--- src/rtl/xbm_pkg.sv ---
`default_nettype none
package xbm_pkg;

	localparam int MAX_DIM_DEFAULT = 4096;
	localparam int CFG_W = 13;
	localparam int CFG_INDEX_W = 2;
	localparam int QUEUE_DEPTH = 2;

	localparam logic [4:0] SHORT_BITS = 5'd16;
	localparam logic [4:0] CHAR_BITS = 5'd8;

	localparam logic [7:0] CH_COMMA = 8'h2C;
	localparam logic [7:0] CH_NEWLINE = 8'h0A;
	localparam logic [7:0] CH_SPACE = 8'h20;
	localparam logic [7:0] CH_TAB = 8'h09;
	localparam logic [7:0] CH_RBRACE = 8'h7D;
	localparam logic [7:0] CH_NUL = 8'h00;

	typedef enum logic [CFG_INDEX_W-1:0] {
		CFG_IMAGE_WIDTH = 2'd0,
		CFG_IMAGE_HEIGHT = 2'd1,
		CFG_WORD_FORMAT = 2'd2
	} cfg_index_t;

	typedef struct packed {
		logic [7:0] ch;
		logic frame_start;
	} in_item_t;

	typedef struct packed {
		logic [11:0] row_index;
		logic [11:0] col_start;
		logic [15:0] pixel_bits;
		logic [4:0] pixel_count;
		logic image_done;
	} out_item_t;

	// One command from the lexer to the placer: either a frame restart or a
	// finished value.
	typedef struct packed {
		logic is_clear;
		logic [15:0] value;
	} cmd_t;

	typedef struct packed {
		logic is_delim;
		logic is_skip;
		logic [3:0] digit;
	} char_class_t;

	function automatic char_class_t classify(input logic [7:0] c);
		char_class_t r;
		r.is_delim = 1'b0;
		r.is_skip = 1'b0;
		r.digit = 4'd0;
		if (c == CH_COMMA || c == CH_NEWLINE) begin
			r.is_delim = 1'b1;
		end else if (c >= 8'h30 && c <= 8'h39) begin
			r.digit = 4'(c - 8'h30);
		end else if (c >= 8'h61 && c <= 8'h66) begin
			r.digit = 4'(c - 8'h57);
		end else if (c >= 8'h41 && c <= 8'h46) begin
			r.digit = 4'(c - 8'h37);
		end else if (c == CH_SPACE || c == CH_TAB || c == CH_RBRACE || c == CH_NUL) begin
			r.is_skip = 1'b1;
		end
		return r;
	endfunction

endpackage
`default_nettype wire

--- src/rtl/xbm_hex_data_decoder_top.sv ---
// Decodes the data section of an XBM bitmap into runs of pixels.
// Input channel (in_valid/in_stall/in_data): one character per transfer, starting
// after the opening brace. Setting frame_start restarts the row, column and token
// state before that character is taken.
// Output channel (out_valid/out_stall/out_data): one transfer per finished value in
// the image, carrying row, first column, up to 16 pixel bits (LSB first, 1 = black),
// the pixel count and a flag on the transfer that completes the last row.
// Configuration: cfg_we writes cfg_data into register cfg_index (0 width, 1 height,
// 2 word format); write only while the block is idle.
// Throughput is one character per cycle while in_stall is low. The value that a
// character ends is pushed by the lexer into the two-entry command queue, then
// taken by the placer into the output register.
// When the receiver stalls, the output register holds its transfer, the queue
// fills, and in_stall rises once the queue is full.
// Reset gives width 1, height 1, 16-bit words, row and column zero, empty queue.
`default_nettype none
module xbm_hex_data_decoder_top #(
	parameter int MAX_DIM = xbm_pkg::MAX_DIM_DEFAULT
) (
	input wire logic clk,
	input wire logic arst_n,
	input wire logic in_valid,
	output logic in_stall,
	input wire xbm_pkg::in_item_t in_data,
	output logic out_valid,
	input wire logic out_stall,
	output xbm_pkg::out_item_t out_data,
	input wire logic cfg_we,
	input wire logic [xbm_pkg::CFG_INDEX_W-1:0] cfg_index,
	input wire logic [xbm_pkg::CFG_W-1:0] cfg_data
);

	logic [xbm_pkg::CFG_W-1:0] image_width_q;
	logic [xbm_pkg::CFG_W-1:0] image_height_q;
	logic word_format_q;

	logic queue_full;
	logic push;
	xbm_pkg::cmd_t push_cmd;
	logic pop;
	logic pop_valid;
	xbm_pkg::cmd_t pop_cmd;

	always_ff @(posedge clk or negedge arst_n) begin
		if (!arst_n) begin
			image_width_q <= xbm_pkg::CFG_W'(1);
			image_height_q <= xbm_pkg::CFG_W'(1);
			word_format_q <= 1'b0;
		end else if (cfg_we) begin
			case (xbm_pkg::cfg_index_t'(cfg_index))
				xbm_pkg::CFG_IMAGE_WIDTH: begin
					image_width_q <= cfg_data;
				end
				xbm_pkg::CFG_IMAGE_HEIGHT: begin
					image_height_q <= cfg_data;
				end
				xbm_pkg::CFG_WORD_FORMAT: begin
					word_format_q <= cfg_data[0];
				end
				default: begin
				end
			endcase
		end
	end

	xbm_lexer u_lexer (
		.clk(clk),
		.arst_n(arst_n),
		.in_valid(in_valid),
		.in_stall(in_stall),
		.in_data(in_data),
		.queue_full(queue_full),
		.push(push),
		.push_cmd(push_cmd)
	);

	xbm_cmd_fifo u_fifo (
		.clk(clk),
		.arst_n(arst_n),
		.push(push),
		.push_cmd(push_cmd),
		.full(queue_full),
		.pop(pop),
		.pop_valid(pop_valid),
		.pop_cmd(pop_cmd)
	);

	xbm_placer #(
		.MAX_DIM(MAX_DIM)
	) u_placer (
		.clk(clk),
		.arst_n(arst_n),
		.image_width(image_width_q),
		.image_height(image_height_q),
		.word_format(word_format_q),
		.cmd_valid(pop_valid),
		.cmd(pop_cmd),
		.cmd_pop(pop),
		.out_valid(out_valid),
		.out_stall(out_stall),
		.out_data(out_data)
	);

endmodule
`default_nettype wire

--- src/rtl/xbm_lexer.sv ---
`default_nettype none
module xbm_lexer (
	input wire logic clk,
	input wire logic arst_n,
	input wire logic in_valid,
	output logic in_stall,
	input wire xbm_pkg::in_item_t in_data,
	input wire logic queue_full,
	output logic push,
	output xbm_pkg::cmd_t push_cmd
);

	logic [15:0] acc_q;
	logic have_q;
	logic skip_q;

	logic accept;
	xbm_pkg::char_class_t cls;
	logic [15:0] acc_e;
	logic have_e;
	logic skip_e;
	logic [15:0] acc_n;
	logic have_n;
	logic skip_n;
	logic value_done;

	assign in_stall = queue_full;
	assign accept = in_valid && !queue_full;
	assign cls = xbm_pkg::classify(in_data.ch);

	always_comb begin
		// A frame start wipes the token state before the character is looked at.
		acc_e = in_data.frame_start ? 16'd0 : acc_q;
		have_e = in_data.frame_start ? 1'b0 : have_q;
		skip_e = in_data.frame_start ? 1'b0 : skip_q;
		acc_n = acc_e;
		have_n = have_e;
		skip_n = skip_e;
		value_done = 1'b0;
		if (cls.is_delim) begin
			value_done = have_e && !skip_e;
			acc_n = 16'd0;
			have_n = 1'b0;
			skip_n = 1'b0;
		end else if (!skip_e) begin
			if (!cls.is_skip) begin
				acc_n = {acc_e[11:0], cls.digit};
				have_n = 1'b1;
			end else if (have_e) begin
				value_done = 1'b1;
				skip_n = 1'b1;
				have_n = 1'b0;
			end
		end
	end

	assign push = accept && (in_data.frame_start || value_done);
	assign push_cmd.is_clear = in_data.frame_start;
	assign push_cmd.value = acc_e;

	always_ff @(posedge clk or negedge arst_n) begin
		if (!arst_n) begin
			acc_q <= 16'd0;
			have_q <= 1'b0;
			skip_q <= 1'b0;
		end else if (accept) begin
			acc_q <= acc_n;
			have_q <= have_n;
			skip_q <= skip_n;
		end
	end

endmodule
`default_nettype wire

--- src/rtl/xbm_cmd_fifo.sv ---
`default_nettype none
module xbm_cmd_fifo (
	input wire logic clk,
	input wire logic arst_n,
	input wire logic push,
	input wire xbm_pkg::cmd_t push_cmd,
	output logic full,
	input wire logic pop,
	output logic pop_valid,
	output xbm_pkg::cmd_t pop_cmd
);

	localparam int PTR_W = (xbm_pkg::QUEUE_DEPTH > 1) ? $clog2(xbm_pkg::QUEUE_DEPTH) : 1;
	localparam int CNT_W = $clog2(xbm_pkg::QUEUE_DEPTH + 1);
	localparam logic [PTR_W-1:0] LAST_PTR = PTR_W'(xbm_pkg::QUEUE_DEPTH - 1);

	xbm_pkg::cmd_t mem_q [xbm_pkg::QUEUE_DEPTH];
	logic [PTR_W-1:0] wr_ptr_q;
	logic [PTR_W-1:0] rd_ptr_q;
	logic [CNT_W-1:0] count_q;
	logic do_pop;

	assign full = (count_q == CNT_W'(xbm_pkg::QUEUE_DEPTH));
	assign pop_valid = (count_q != '0);
	assign pop_cmd = mem_q[rd_ptr_q];
	assign do_pop = pop && pop_valid;

	always_ff @(posedge clk) begin
		if (push) begin
			mem_q[wr_ptr_q] <= push_cmd;
		end
	end

	always_ff @(posedge clk or negedge arst_n) begin
		if (!arst_n) begin
			wr_ptr_q <= '0;
			rd_ptr_q <= '0;
			count_q <= '0;
		end else begin
			if (push) begin
				wr_ptr_q <= (wr_ptr_q == LAST_PTR) ? '0 : wr_ptr_q + PTR_W'(1);
			end
			if (do_pop) begin
				rd_ptr_q <= (rd_ptr_q == LAST_PTR) ? '0 : rd_ptr_q + PTR_W'(1);
			end
			if (push && !do_pop) begin
				count_q <= count_q + CNT_W'(1);
			end else if (do_pop && !push) begin
				count_q <= count_q - CNT_W'(1);
			end
		end
	end

endmodule
`default_nettype wire

--- src/rtl/xbm_placer.sv ---
`default_nettype none
module xbm_placer #(
	parameter int MAX_DIM = xbm_pkg::MAX_DIM_DEFAULT
) (
	input wire logic clk,
	input wire logic arst_n,
	input wire logic [xbm_pkg::CFG_W-1:0] image_width,
	input wire logic [xbm_pkg::CFG_W-1:0] image_height,
	input wire logic word_format,
	input wire logic cmd_valid,
	input wire xbm_pkg::cmd_t cmd,
	output logic cmd_pop,
	output logic out_valid,
	input wire logic out_stall,
	output xbm_pkg::out_item_t out_data
);

	localparam int CW = xbm_pkg::CFG_W;

	logic [CW-1:0] cur_row_q;
	logic [CW-1:0] cur_col_q;
	logic out_valid_q;
	xbm_pkg::out_item_t out_data_q;

	logic [CW-1:0] w_eff;
	logic [CW-1:0] h_eff;
	logic row_ok;
	logic [CW-1:0] row0;
	logic [CW-1:0] col0;
	logic produce;
	logic [CW-1:0] rem;
	logic [4:0] word_bits;
	logic [4:0] n;
	logic [15:0] mask;
	logic [CW-1:0] col_sum;
	logic [CW-1:0] row_new;
	logic [CW-1:0] col_new;

	always_comb begin
		if (image_width == '0) begin
			w_eff = CW'(1);
		end else if (32'(image_width) > 32'(MAX_DIM)) begin
			w_eff = CW'(MAX_DIM);
		end else begin
			w_eff = image_width;
		end
		h_eff = (32'(image_height) > 32'(MAX_DIM)) ? CW'(MAX_DIM) : image_height;
	end

	always_comb begin
		row_ok = cur_row_q < h_eff;
		// A column left at or past the width by a register change closes the row first.
		if (cur_col_q >= w_eff) begin
			row0 = cur_row_q + CW'(1);
			col0 = '0;
		end else begin
			row0 = cur_row_q;
			col0 = cur_col_q;
		end
		produce = row_ok && (row0 < h_eff);
		rem = w_eff - col0;
		word_bits = word_format ? xbm_pkg::CHAR_BITS : xbm_pkg::SHORT_BITS;
		n = (rem > CW'(word_bits)) ? word_bits : rem[4:0];
		mask = (n == xbm_pkg::SHORT_BITS) ? 16'hFFFF : ((16'd1 << n) - 16'd1);
		col_sum = col0 + CW'(n);
		if (col_sum >= w_eff) begin
			col_new = '0;
			row_new = row0 + CW'(1);
		end else begin
			col_new = col_sum;
			row_new = row0;
		end
	end

	assign cmd_pop = cmd_valid && (!out_valid_q || !out_stall);
	assign out_valid = out_valid_q;
	assign out_data = out_data_q;

	always_ff @(posedge clk or negedge arst_n) begin
		if (!arst_n) begin
			cur_row_q <= '0;
			cur_col_q <= '0;
			out_valid_q <= 1'b0;
		end else begin
			if (cmd_pop && !cmd.is_clear && produce) begin
				out_valid_q <= 1'b1;
			end else if (!out_stall) begin
				out_valid_q <= 1'b0;
			end
			if (cmd_pop) begin
				if (cmd.is_clear) begin
					cur_row_q <= '0;
					cur_col_q <= '0;
				end else if (row_ok) begin
					if (produce) begin
						cur_row_q <= row_new;
						cur_col_q <= col_new;
					end else begin
						cur_row_q <= row0;
						cur_col_q <= col0;
					end
				end
			end
		end
	end

	always_ff @(posedge clk) begin
		if (cmd_pop && !cmd.is_clear && produce) begin
			out_data_q.row_index <= row0[11:0];
			out_data_q.col_start <= col0[11:0];
			out_data_q.pixel_bits <= cmd.value & mask;
			out_data_q.pixel_count <= n;
			out_data_q.image_done <= (row_new == h_eff);
		end
	end

endmodule
`default_nettype wire
--- config.mk ---
export PLATFORM = sky130hd
export DESIGN_NAME = xbm_hex_data_decoder_top
export DESIGN_NICKNAME = d
export VERILOG_FILES = /design/src/rtl/xbm_pkg.sv /design/src/rtl/xbm_hex_data_decoder_top.sv /design/src/rtl/xbm_lexer.sv /design/src/rtl/xbm_cmd_fifo.sv /design/src/rtl/xbm_placer.sv
export SDC_FILE = /design/constraint.sdc
export NUM_CORES = 1
export LEC_CHECK = 0
export ABC_AREA = 1
export BUFFER_PORTS_ARGS = -buffer_cell sky130_fd_sc_hd__buf_2
export CAP_MARGIN = 0
export CORE_AREA = 5 5 211 213
export DETAILED_ROUTE_END_ITERATION = 10
export DIE_AREA = 0 0 216 218
export GPL_TIMING_DRIVEN = 0
export PLACE_DENSITY_LB_ADDON = 0.25
export SLEW_MARGIN = 20
export SYNTH_ARGS = -nofsm -noshare
export SYNTH_HDL_FRONTEND = slang
export SYNTH_SLANG_ARGS = --single-unit
export TNS_END_PERCENT = 5
--- constraint.sdc ---
create_clock -name clk -period 10.1 [get_ports clk]
set_clock_uncertainty 0.2 [all_clocks]
set_input_delay 1.01 -clock clk [delete_from_list [all_inputs] [get_ports clk]]
set_output_delay 1.01 -clock clk [all_outputs]
set_load 0.01 [all_outputs]
==> results.toml, run 1 <==
[worst_setup_path]
cp_slowest_cell = "dfrtp_1"
setup.worst_path.start_class = "flop"
worst-setup-path-type = "flop to flop"
critPathMostFrequentCell = "nand2_1"
startpoint_of_the_lowest_slack_register_to_register_path = "image_width_q[9]"
largest_stage_delay_on_the_critical_path_ns = 0.43
worst-r2r-setup-slack_ns = 0.67
crit_path_end_kind = "flop"
worst-endpoint-arrival_ns = 9.52
crit_path_max_fanout = 10
critical_path_data_required_time_ns = 10.19
r2r_cells = 62
rr_endpoint = "u_placer.out_data[0]"

[sta]
drv_slew = 0
finalSetupTns_ns = 0
hold_violations = 0
setup-violations-final = 0
max_clock_freq_mhz = 106
min_period_over_period = 0.934
slew_headroom = 0.507
timing_worst_slew_pin_value_ns = 0.732
final.min_clock_period_ns = 9.43

[floorplanning]
core_area_sq_um = 42500
die_h_um = 218
ios = 77
row_count = 76
die_w_um = 216
initial_core_util = 0.246
floorplan.die_area_sq_um = 47100

[synthesis]
yosys_warnings = 0
post_synth_most_frequent_cells = "nand2_1 (285), inv_1 (191), nor2_1 (127)"
mean_post_synth_cell_area_sq_um = 8.09
synth_largest_area_cell = "edfxtp_1"
async_flop_share = 0.487
synthesized_netlist_cell_count = 1290
synth_largest_type_area_fraction = 0.230
synth.lib_cells_used.distinct = 56
synth_seq_cells = 156
syn-cell-area_sq_um = 10400
synthTopCellsByArea = "edfxtp_1 (23%), dfrtp_1 (18%), nand2_1 (10%), ha_1 (9.1%), inv_1 (6.9%)"
synth_flop_cell = "edfxtp_1"
synth_enable_flop_cells = 80
synth.net_count = 1397
synth_most_common_cell = "nand2_1"
yosysSeqAreaShare = 0.412

[pwr]
power.density_cell_area_nw_per_um2 = 244
power.static_leakage_nw = 5.86
vdd_ir_drop_max_mv = 0.132
p_total_mw = 3.04

[global_route]
congestion_overflow_gr = 0
grt_start_max_net_pins = 53
antenna_violations_before_repair = 3
grt_pass1_wl_um = 47800
via_count_of_the_first_global_routing_pass = 8626
grt_usage = 0.129

[cells_and_area]
layout-drive-gt1-share = 0.156
register_area_sq_um = 4310
multiInputGateArea_sq_um = 5440
finish.net_count = 1518
layoutNonFillerInstCount = 1971
area_growth_syn_to_layout_pct = 19.5
n_fill_cell = 4503

[detailed_routing]
drt-initial-drc-count = 502
route.antenna.remaining_nets = 0
detailroute.via_count = 8851
drt_pass1_iterations = 5
remaining_drc_errors = 0
route.final.wire_length_um = 30000
via_per_inst = 4.49
routedWlPerCell_um = 15.2

[clock_network]
cts_sinks = 156
cts-root-buf = "clkbuf_16"
cts_buffer_depth = 2
cts.reportedPaths.clkPinSlew_ns = 0.07
clk_latency_worst_skew_pair_ns = 0.45
cts.htree.levels = 4
cts_buffer_count = 17
tritoncts = "yes"

[min_path]
hp_class = "input port to async pin"

[flow_run]
maxCapViolations = 0

[placement]
numPortBuffers = 75
dp_hpwl_um = 23500
gp_congestion = 0.854
dp_cells = 1920

[run_status]
run_status = "finished clean"
[placed cells by master, fill, tap and decap left out, types with 6 or more instances in the layout]
cell,Yosys,routed
a21oi_1,41,39
buf_2,0,74
buf_4,0,23
buf_6,1,6
clkbuf_1,23,23
clkbuf_16,0,17
dfrtp_1,74,74
edfxtp_1,80,80
ha_1,76,74
inv_1,191,188
inv_2,7,10
mux2i_1,6,6
nand2_1,285,284
nand2_2,14,15
nand2_4,9,8
nand3_1,62,62
nand4_1,18,18
nor2_1,127,117
nor2_2,5,7
nor2_4,4,12
nor3_1,11,10
o211ai_1,8,8
o21ai_0,112,107
o21ai_1,3,7
o22ai_1,15,15
xnor2_1,11,11
xor2_1,38,37
[worst max-delay path, delay by kind of cell (launching register included)]
kind            cells  cell delay [ns]
buf+inv            13             1.37
compound gates      6             1.14
fa+ha+maj           5             1.52
simple gates       35             4.07
xor+xnor            3             0.51
flops               1             0.43
[final cells by class]
cell class	instances	area share
Clock inverter	15	0.0120
Antenna cell	1	0.000201
Tap cell	546	0.0547
Clock buffer	17	0.0341
Buffer	26	0.00902
Inverter	199	0.0599
Timing Repair Buffer	102	0.0493
Sequential cell	156	0.345
Multi-Input combinational cell	909	0.436
[worst max-delay path by stage]
| stage | end | startpoint | depth (start not counted) |
|---|---|---|---|
| floorplan | u_placer.out_data[0] | image_width_q[5] | 62 |
| CTS | u_placer.out_data[0] | image_width_q[11] | 62 |
| global route | u_placer.out_data[0] | image_width_q[2] | 64 |
| global placement | u_placer.out_data[33] | image_width_q[11] | 29 |
| detailed placement | u_placer.out_data[0] | image_width_q[11] | 62 |
| finish | u_placer.out_data[0] | image_width_q[9] | 62 |
[timing repair]
action	4_1_cts	5_1_grt
buffers inserted	8	10
hold buffers	0	0
pin swaps	5	13
resized for setup	13	25
endpoints found under the setup margin	16	23
[sequential cells by signal, summed over array words and instances (netlist names)]
name and cells:
u_fifo.count_q 2, u_placer.out_valid 1, image_height_q 13, u_fifo.rd_ptr_q 1, u_lexer.have_q 1, u_fifo.mem_q 34
u_lexer.acc_q 16, image_width_q 13, u_placer.cur_row_q 13, u_fifo.wr_ptr_q 1, word_format_q 1, u_lexer.skip_q 1
u_placer.out_data 46, u_placer.cur_col_q 13
[through the flow]
stage	setup WS (ns)	hold slack, ns	area (sq um)	util
after floorplan	1.22	0.253	10400	-
after global placement	-1.72	0.272	11500	0.271
after detailed placement	-0.829	0.282	11600	0.273
after CTS	0.0143	0.286	12300	0.290
after global routing	-0.0251	0.309	12500	0.294
final	0.668	0.288	12500	0.294
[power breakdown]
group	internal [mW]	leakage (nW)	switching, mW
Clock	0.329	0.280	0.315
Sequential	0.858	1.74	0.0791
Combinational	0.485	3.84	0.973
Total	1.67	5.86	1.37
[layer usage]
metal  track usage  part of all wire  vias to the layer above
met5             0            0.0014                        -
met4        0.0333             0.015                        6
met3        0.0268             0.035                       26
met2         0.214              0.47                      143
met1         0.171              0.47                     4181
li1              -                 -                     4495
[kinds of logic after synthesis]
family,after synthesis,synth area share
compound gates,210,0.113
xor+xnor,51,0.0442
fa+ha+maj,78,0.0949
buf+inv,225,0.0816
flops,156,0.412
mux,6,0.00575
simple gates,564,0.248
Note: power is estimated with default switching activity, not from simulation.
==> run 2: changes to the inputs <==
Settings changed: CTS_BUF_LIST set to sky130_fd_sc_hd__clkbuf_8.
==> run 2 against run 1 <==
Against the previous run:
- final area fell by 1.5%
- sequential power barely moved
- die area did not move
- critical path depth did not move
- hold slack got worse by 0.036 ns
- worst setup slack got worse by 0.017 ns
- sequential share of layout area rose by 0.53 points
- total power fell by 5.7%
- critical path type unchanged
- highest routed layer unchanged
==> results.toml, run 2 (synthesis gave the netlist of run 1 again) <==
[run_status]
run_status = "finished clean"

[pwr]
vdd_ir_drop_max_mv = 0.0888
power.density_cell_area_nw_per_um2 = 233
power.static_leakage_nw = 5.78

[detailed_routing]
route.antenna.remaining_nets = 0
route.final.wire_length_um = 29800
via_per_inst = 4.48
detailroute.via_count = 8832
drt_pass1_iterations = 5
drt-initial-drc-count = 479
routedWlPerCell_um = 15.1
remaining_drc_errors = 0

[global_route]
grt_usage = 0.128
grt_pass1_wl_um = 47700
globalRouteMet3Util = 0.0265
congestion_overflow_gr = 0
globalRouteMet2Util = 0.213
grt_start_max_net_pins = 53
top_usage_layer = "met2"
via_count_of_the_first_global_routing_pass = 8640
antenna_violations_before_repair = 4
gr-usage-met1 = 0.170

[clock_network]
tritoncts = "yes"
cts-root-buf = "clkbuf_8"
cts_buffer_count = 17
cts_buffer_depth = 2
cts_sinks = 156
cts.htree.levels = 4
clk_latency_worst_skew_pair_ns = 0.48
cts_hold_buffers = 0
cts.reportedPaths.clkPinSlew_ns = 0.10

[cells_and_area]
multiInputGateArea_sq_um = 5440
area_growth_syn_to_layout_pct = 17.7
register_area_sq_um = 4310
finish.net_count = 1518
n_fill_cell = 4525
layoutNonFillerInstCount = 1972
layout-drive-gt1-share = 0.157
layout_commonest_cell = "nand2_1"
most-common-layout-cells = "nand2_1 (284), inv_1 (187), nor2_1 (117)"
largest_register_ff_count = 46
postLayoutCoreUtil = 0.289

[sta]
min_period_over_period = 0.936
hold_violations = 0
max_clock_freq_mhz = 106
timing_worst_slew_pin_value_ns = 0.760
drv_slew = 0
finalSetupTns_ns = 0
setup-violations-final = 0
final.min_clock_period_ns = 9.45
slew_headroom = 0.493

[min_path]
hp_class = "input port to async pin"

[floorplanning]
floorplan.die_area_sq_um = 47100
ios = 77
die_h_um = 218
core_area_sq_um = 42500
row_count = 76
initial_core_util = 0.246
die_w_um = 216

[worst_setup_path]
critPathMostFrequentCell = "nand2_1"
worst-endpoint-arrival_ns = 9.57
critical_path_data_required_time_ns = 10.22
cp_slowest_cell = "dfrtp_1"
largest_stage_delay_on_the_critical_path_ns = 0.44
worst-setup-path-type = "flop to flop"
crit_path_max_fanout = 10
crit_path_end_kind = "flop"
setup.worst_path.start_class = "flop"

[placement]
numPortBuffers = 75
dp_cells = 1920
gp_congestion = 0.854
dp_hpwl_um = 23500

[flow_run]
maxCapViolations = 0
run 2: path summary, 6_finish.rpt:
path / cells past startpoint / slack [ns] / startpoint / end
max: 62 / 0.65 / image_width_q[9] / u_placer.out_data[0]
max in group asynchronous: 2 / 8.81 / arst_n / image_width_q[0]
min reg2reg: 2 / 0.30 / image_width_q[3] / image_width_q[3]
max reg2reg: 62 / 0.65 / image_width_q[9] / u_placer.out_data[0]
min in group clk: 2 / 0.30 / image_width_q[3] / image_width_q[3]
min: 1 / 0.25 / arst_n / image_height_q[3]
run 2: area by class of cell:
class / count / share of cell area
clock buffer: 17 / 0.0190
inverter: 199 / 0.0608
clock inverter: 15 / 0.0122
timing repair buffer: 102 / 0.0501
buffer: 26 / 0.00916
antenna: 2 / 0.000407
tap: 546 / 0.0556
sequential: 156 / 0.350
multi-input combinational: 909 / 0.442
run 2: per-layer routing:
metal / vias up / part of all wire
li1: 4488 / -
met1: 4151 / 0.47
met2: 158 / 0.47
met3: 29 / 0.038
met4: 6 / 0.017
met5: - / 0.0014
run 2: what timing repair did:
item,4_1_cts,5_1_grt
pin swaps,5,13
endpoints found under the setup margin,16,24
gates resized for setup,13,26
buffers inserted,8,10
run 2: where the power goes:
part	switching (mW)	internal, mW
combinational	0.969	0.485
clock	0.293	0.184
sequential	0.0783	0.857
run 2: worst max-delay path, delay by kind of cell (launching register included):
family,cells,cell delay [ns]
DFF,1,0.44
adders and majority gates,5,1.51
AOI/OAI and AO/OA,6,1.15
buffers and inverters,13,1.40
xor gates and xnor gates,3,0.51
and+or+nand+nor,35,4.07
run 2: per-stage QoR:
stage / power (mW) / setup slack [ns] / hold slack, ns / cell area (sq um)
CTS: 2.87 / 0.0186 / 0.219 / 12100
finish: 2.87 / 0.651 / 0.252 / 12300
floorplan: 1.85 / 1.22 / 0.253 / 10400
detailed placement: 2.34 / -0.829 / 0.282 / 11600
global route: 3.11 / -0.00846 / 0.241 / 12300
global placement: 2.31 / -1.72 / 0.272 / 11500
==> run 3: changes to the inputs <==
Settings changed: PLACE_DENSITY set to 0.36, PLACE_DENSITY_LB_ADDON 0.25 to unset.
==> run 3 against run 2 <==
Against the previous run:
- sequential share of layout area is 0.24 points lower
- register-to-register slack better by 0.07 ns
- critical path depth is 6 higher
- utilization is 0.20 points higher
- non-clock buffer count is 2 higher
- via count is 1.7% lower
- hold slack worse by 0.11 ns
- final area is 0.69% higher
- first-iteration DRC count is 1.9% lower
- routed wire length is 6.4% higher
- die area stayed put
- critical endpoint unchanged
==> results.toml, run 3 (synthesis gave the netlist of run 1 again) <==
[run_status]
run_status = "finished clean"

[worst_setup_path]
worst-setup-path-type = "flop to flop"
cpLargestDelayFamily = "simple AND/OR/NAND/NOR gates"
critPathBufInv = 14
setup.worst_path.start_class = "flop"
critical_path_data_required_time_ns = 10.15
worst-endpoint-arrival_ns = 9.43
crit_path_end_kind = "flop"
cp_slowest_cell = "dfrtp_1"
crit_path_max_fanout = 10
largest_stage_delay_on_the_critical_path_ns = 0.44
worst-r2r-setup-slack_ns = 0.72
critPathMostFrequentCell = "nand2_1"

[sta]
max_clock_freq_mhz = 107
min_period_over_period = 0.929
finalWorstSetupSlack_ns = 0.719
final.min_clock_period_ns = 9.38
setup-violations-final = 0
slew_headroom = 0.499
hold_violations = 0
drv_slew = 0
timing_worst_slew_pin_value_ns = 0.752

[cells_and_area]
layout_commonest_cell = "nand2_1"
layout-drive-gt1-share = 0.165
finish.net_count = 1520
area_growth_syn_to_layout_pct = 18.5
largest_register_ff_count = 46
insertedDiodeCount = 0
layout.cell_area.non_filler_sq_um = 12400
most-common-layout-cells = "nand2_1 (282), inv_1 (188), nor2_1 (116)"
n_fill_cell = 4643
layoutNonFillerInstCount = 1972

[placement]
dp_hpwl_um = 25300
dp_cells = 1920
gp_congestion = 0.807
numPortBuffers = 75
setup_slack_at_placement_ns = -1.08
post_dp_cell_area_sq_um = 11600

[clock_network]
cts_sinks = 156
cts-root-buf = "clkbuf_8"
cts.htree.levels = 4
cts.reportedPaths.clkPinSlew_ns = 0.11
clk_latency_worst_skew_pair_ns = 0.51
tritoncts = "yes"
cts_hold_buffers = 0
cts_buffer_depth = 2
cts_buffer_count = 17

[min_path]
hp_class = "input port to async pin"

[pwr]
switching_share = 0.474
power.static_leakage_nw = 5.80
comb_power_share = 0.508
power.density_cell_area_nw_per_um2 = 234
clockPowerShare = 0.170
internal_power_mw = 1.52
p_total_mw = 2.90
pwr-share-seq = 0.322
power.net_switching_mw = 1.37
vdd_ir_drop_max_mv = 0.0862

[detailed_routing]
via_per_inst = 4.40
drt_pass1_iterations = 5
drt-initial-drc-count = 470
detailroute.via_count = 8679
route.antenna.remaining_nets = 0
remaining_drc_errors = 0
route.final.wire_length_um = 31800
routedWlPerCell_um = 16.1

[global_route]
grt_pass1_wl_um = 50500
grt_usage = 0.138
congestion_overflow_gr = 0
grt_start_max_net_pins = 57
antenna_violations_before_repair = 2
via_count_of_the_first_global_routing_pass = 8798

[flow_run]
maxCapViolations = 0

[floorplanning]
initial_core_util = 0.246
die_h_um = 218
floorplan.die_area_sq_um = 47100
ios = 77
core_area_sq_um = 42500
die_w_um = 216
row_count = 76
run 3: timing repair:
action                                  in CTS  in global routing
resized for setup                           16                 35
endpoints found under the setup margin      25                 26
pin swaps                                    6                 19
setup buffers                                7                 13
run 3: cell type report:
type,instances,area (sq um),share of cell area
clock inverter,15,166,0.0134
sequential,156,4310,0.348
tap,546,683,0.0552
inverter,199,747,0.0604
buffer,26,120,0.00971
multi-input combinational,909,5480,0.443
clock buffer,17,234,0.0189
timing repair buffer,104,634,0.0513
run 3: path summary, 6_finish.rpt:
path	from	endpoint	depth (start not counted)
max	image_width_q[11]	u_placer.out_data[0]	68
min	arst_n	u_lexer.acc_q[9]	1
max reg2reg	image_width_q[11]	u_placer.out_data[0]	68
min reg2reg	image_width_q[1]	image_width_q[1]	2
max in group asynchronous	arst_n	image_width_q[0]	2
min in group clk	image_width_q[1]	image_width_q[1]	2
run 3: routing by layer:
metal / GRT usage / part of all wire / up-vias
met5: 0 / 0.0011 / -
met4: 0.0358 / 0.015 / 4
met3: 0.0239 / 0.029 / 27
met2: 0.230 / 0.48 / 112
met1: 0.186 / 0.48 / 4033
li1: - / - / 4503
run 3: through the flow:
step           setup TNS, ns  hold slack (ns)   util
2_1_floorplan              0            0.253      -
3_3_place_gp         -113.96            0.274  0.271
3_5_place_dp           -9.08            0.277  0.273
4_1_cts                    0           0.0922  0.285
5_1_grt              -0.0193            0.105  0.291
6_report                   0            0.143  0.291
run 3: worst reg2reg max path: cells and delay by family (launching register included):
| family | cells | cell delay, ns |
|---|---|---|
| simple gates | 36 | 3.61 |
| fa+ha+maj | 5 | 1.51 |
| buf+inv | 14 | 1.43 |
| compound gates | 9 | 1.20 |
| xor+xnor | 4 | 0.72 |
| flops | 1 | 0.44 |
run 3: power by group through the flow:
stage	clock network, mW	registers, mW	logic [mW]
after floorplan	0	0.976	0.876
after global placement	0	0.968	1.40
after detailed placement	0	0.947	1.43
after CTS	0.523	0.935	1.47
after global routing	0.543	0.950	1.66
final	0.494	0.931	1.47
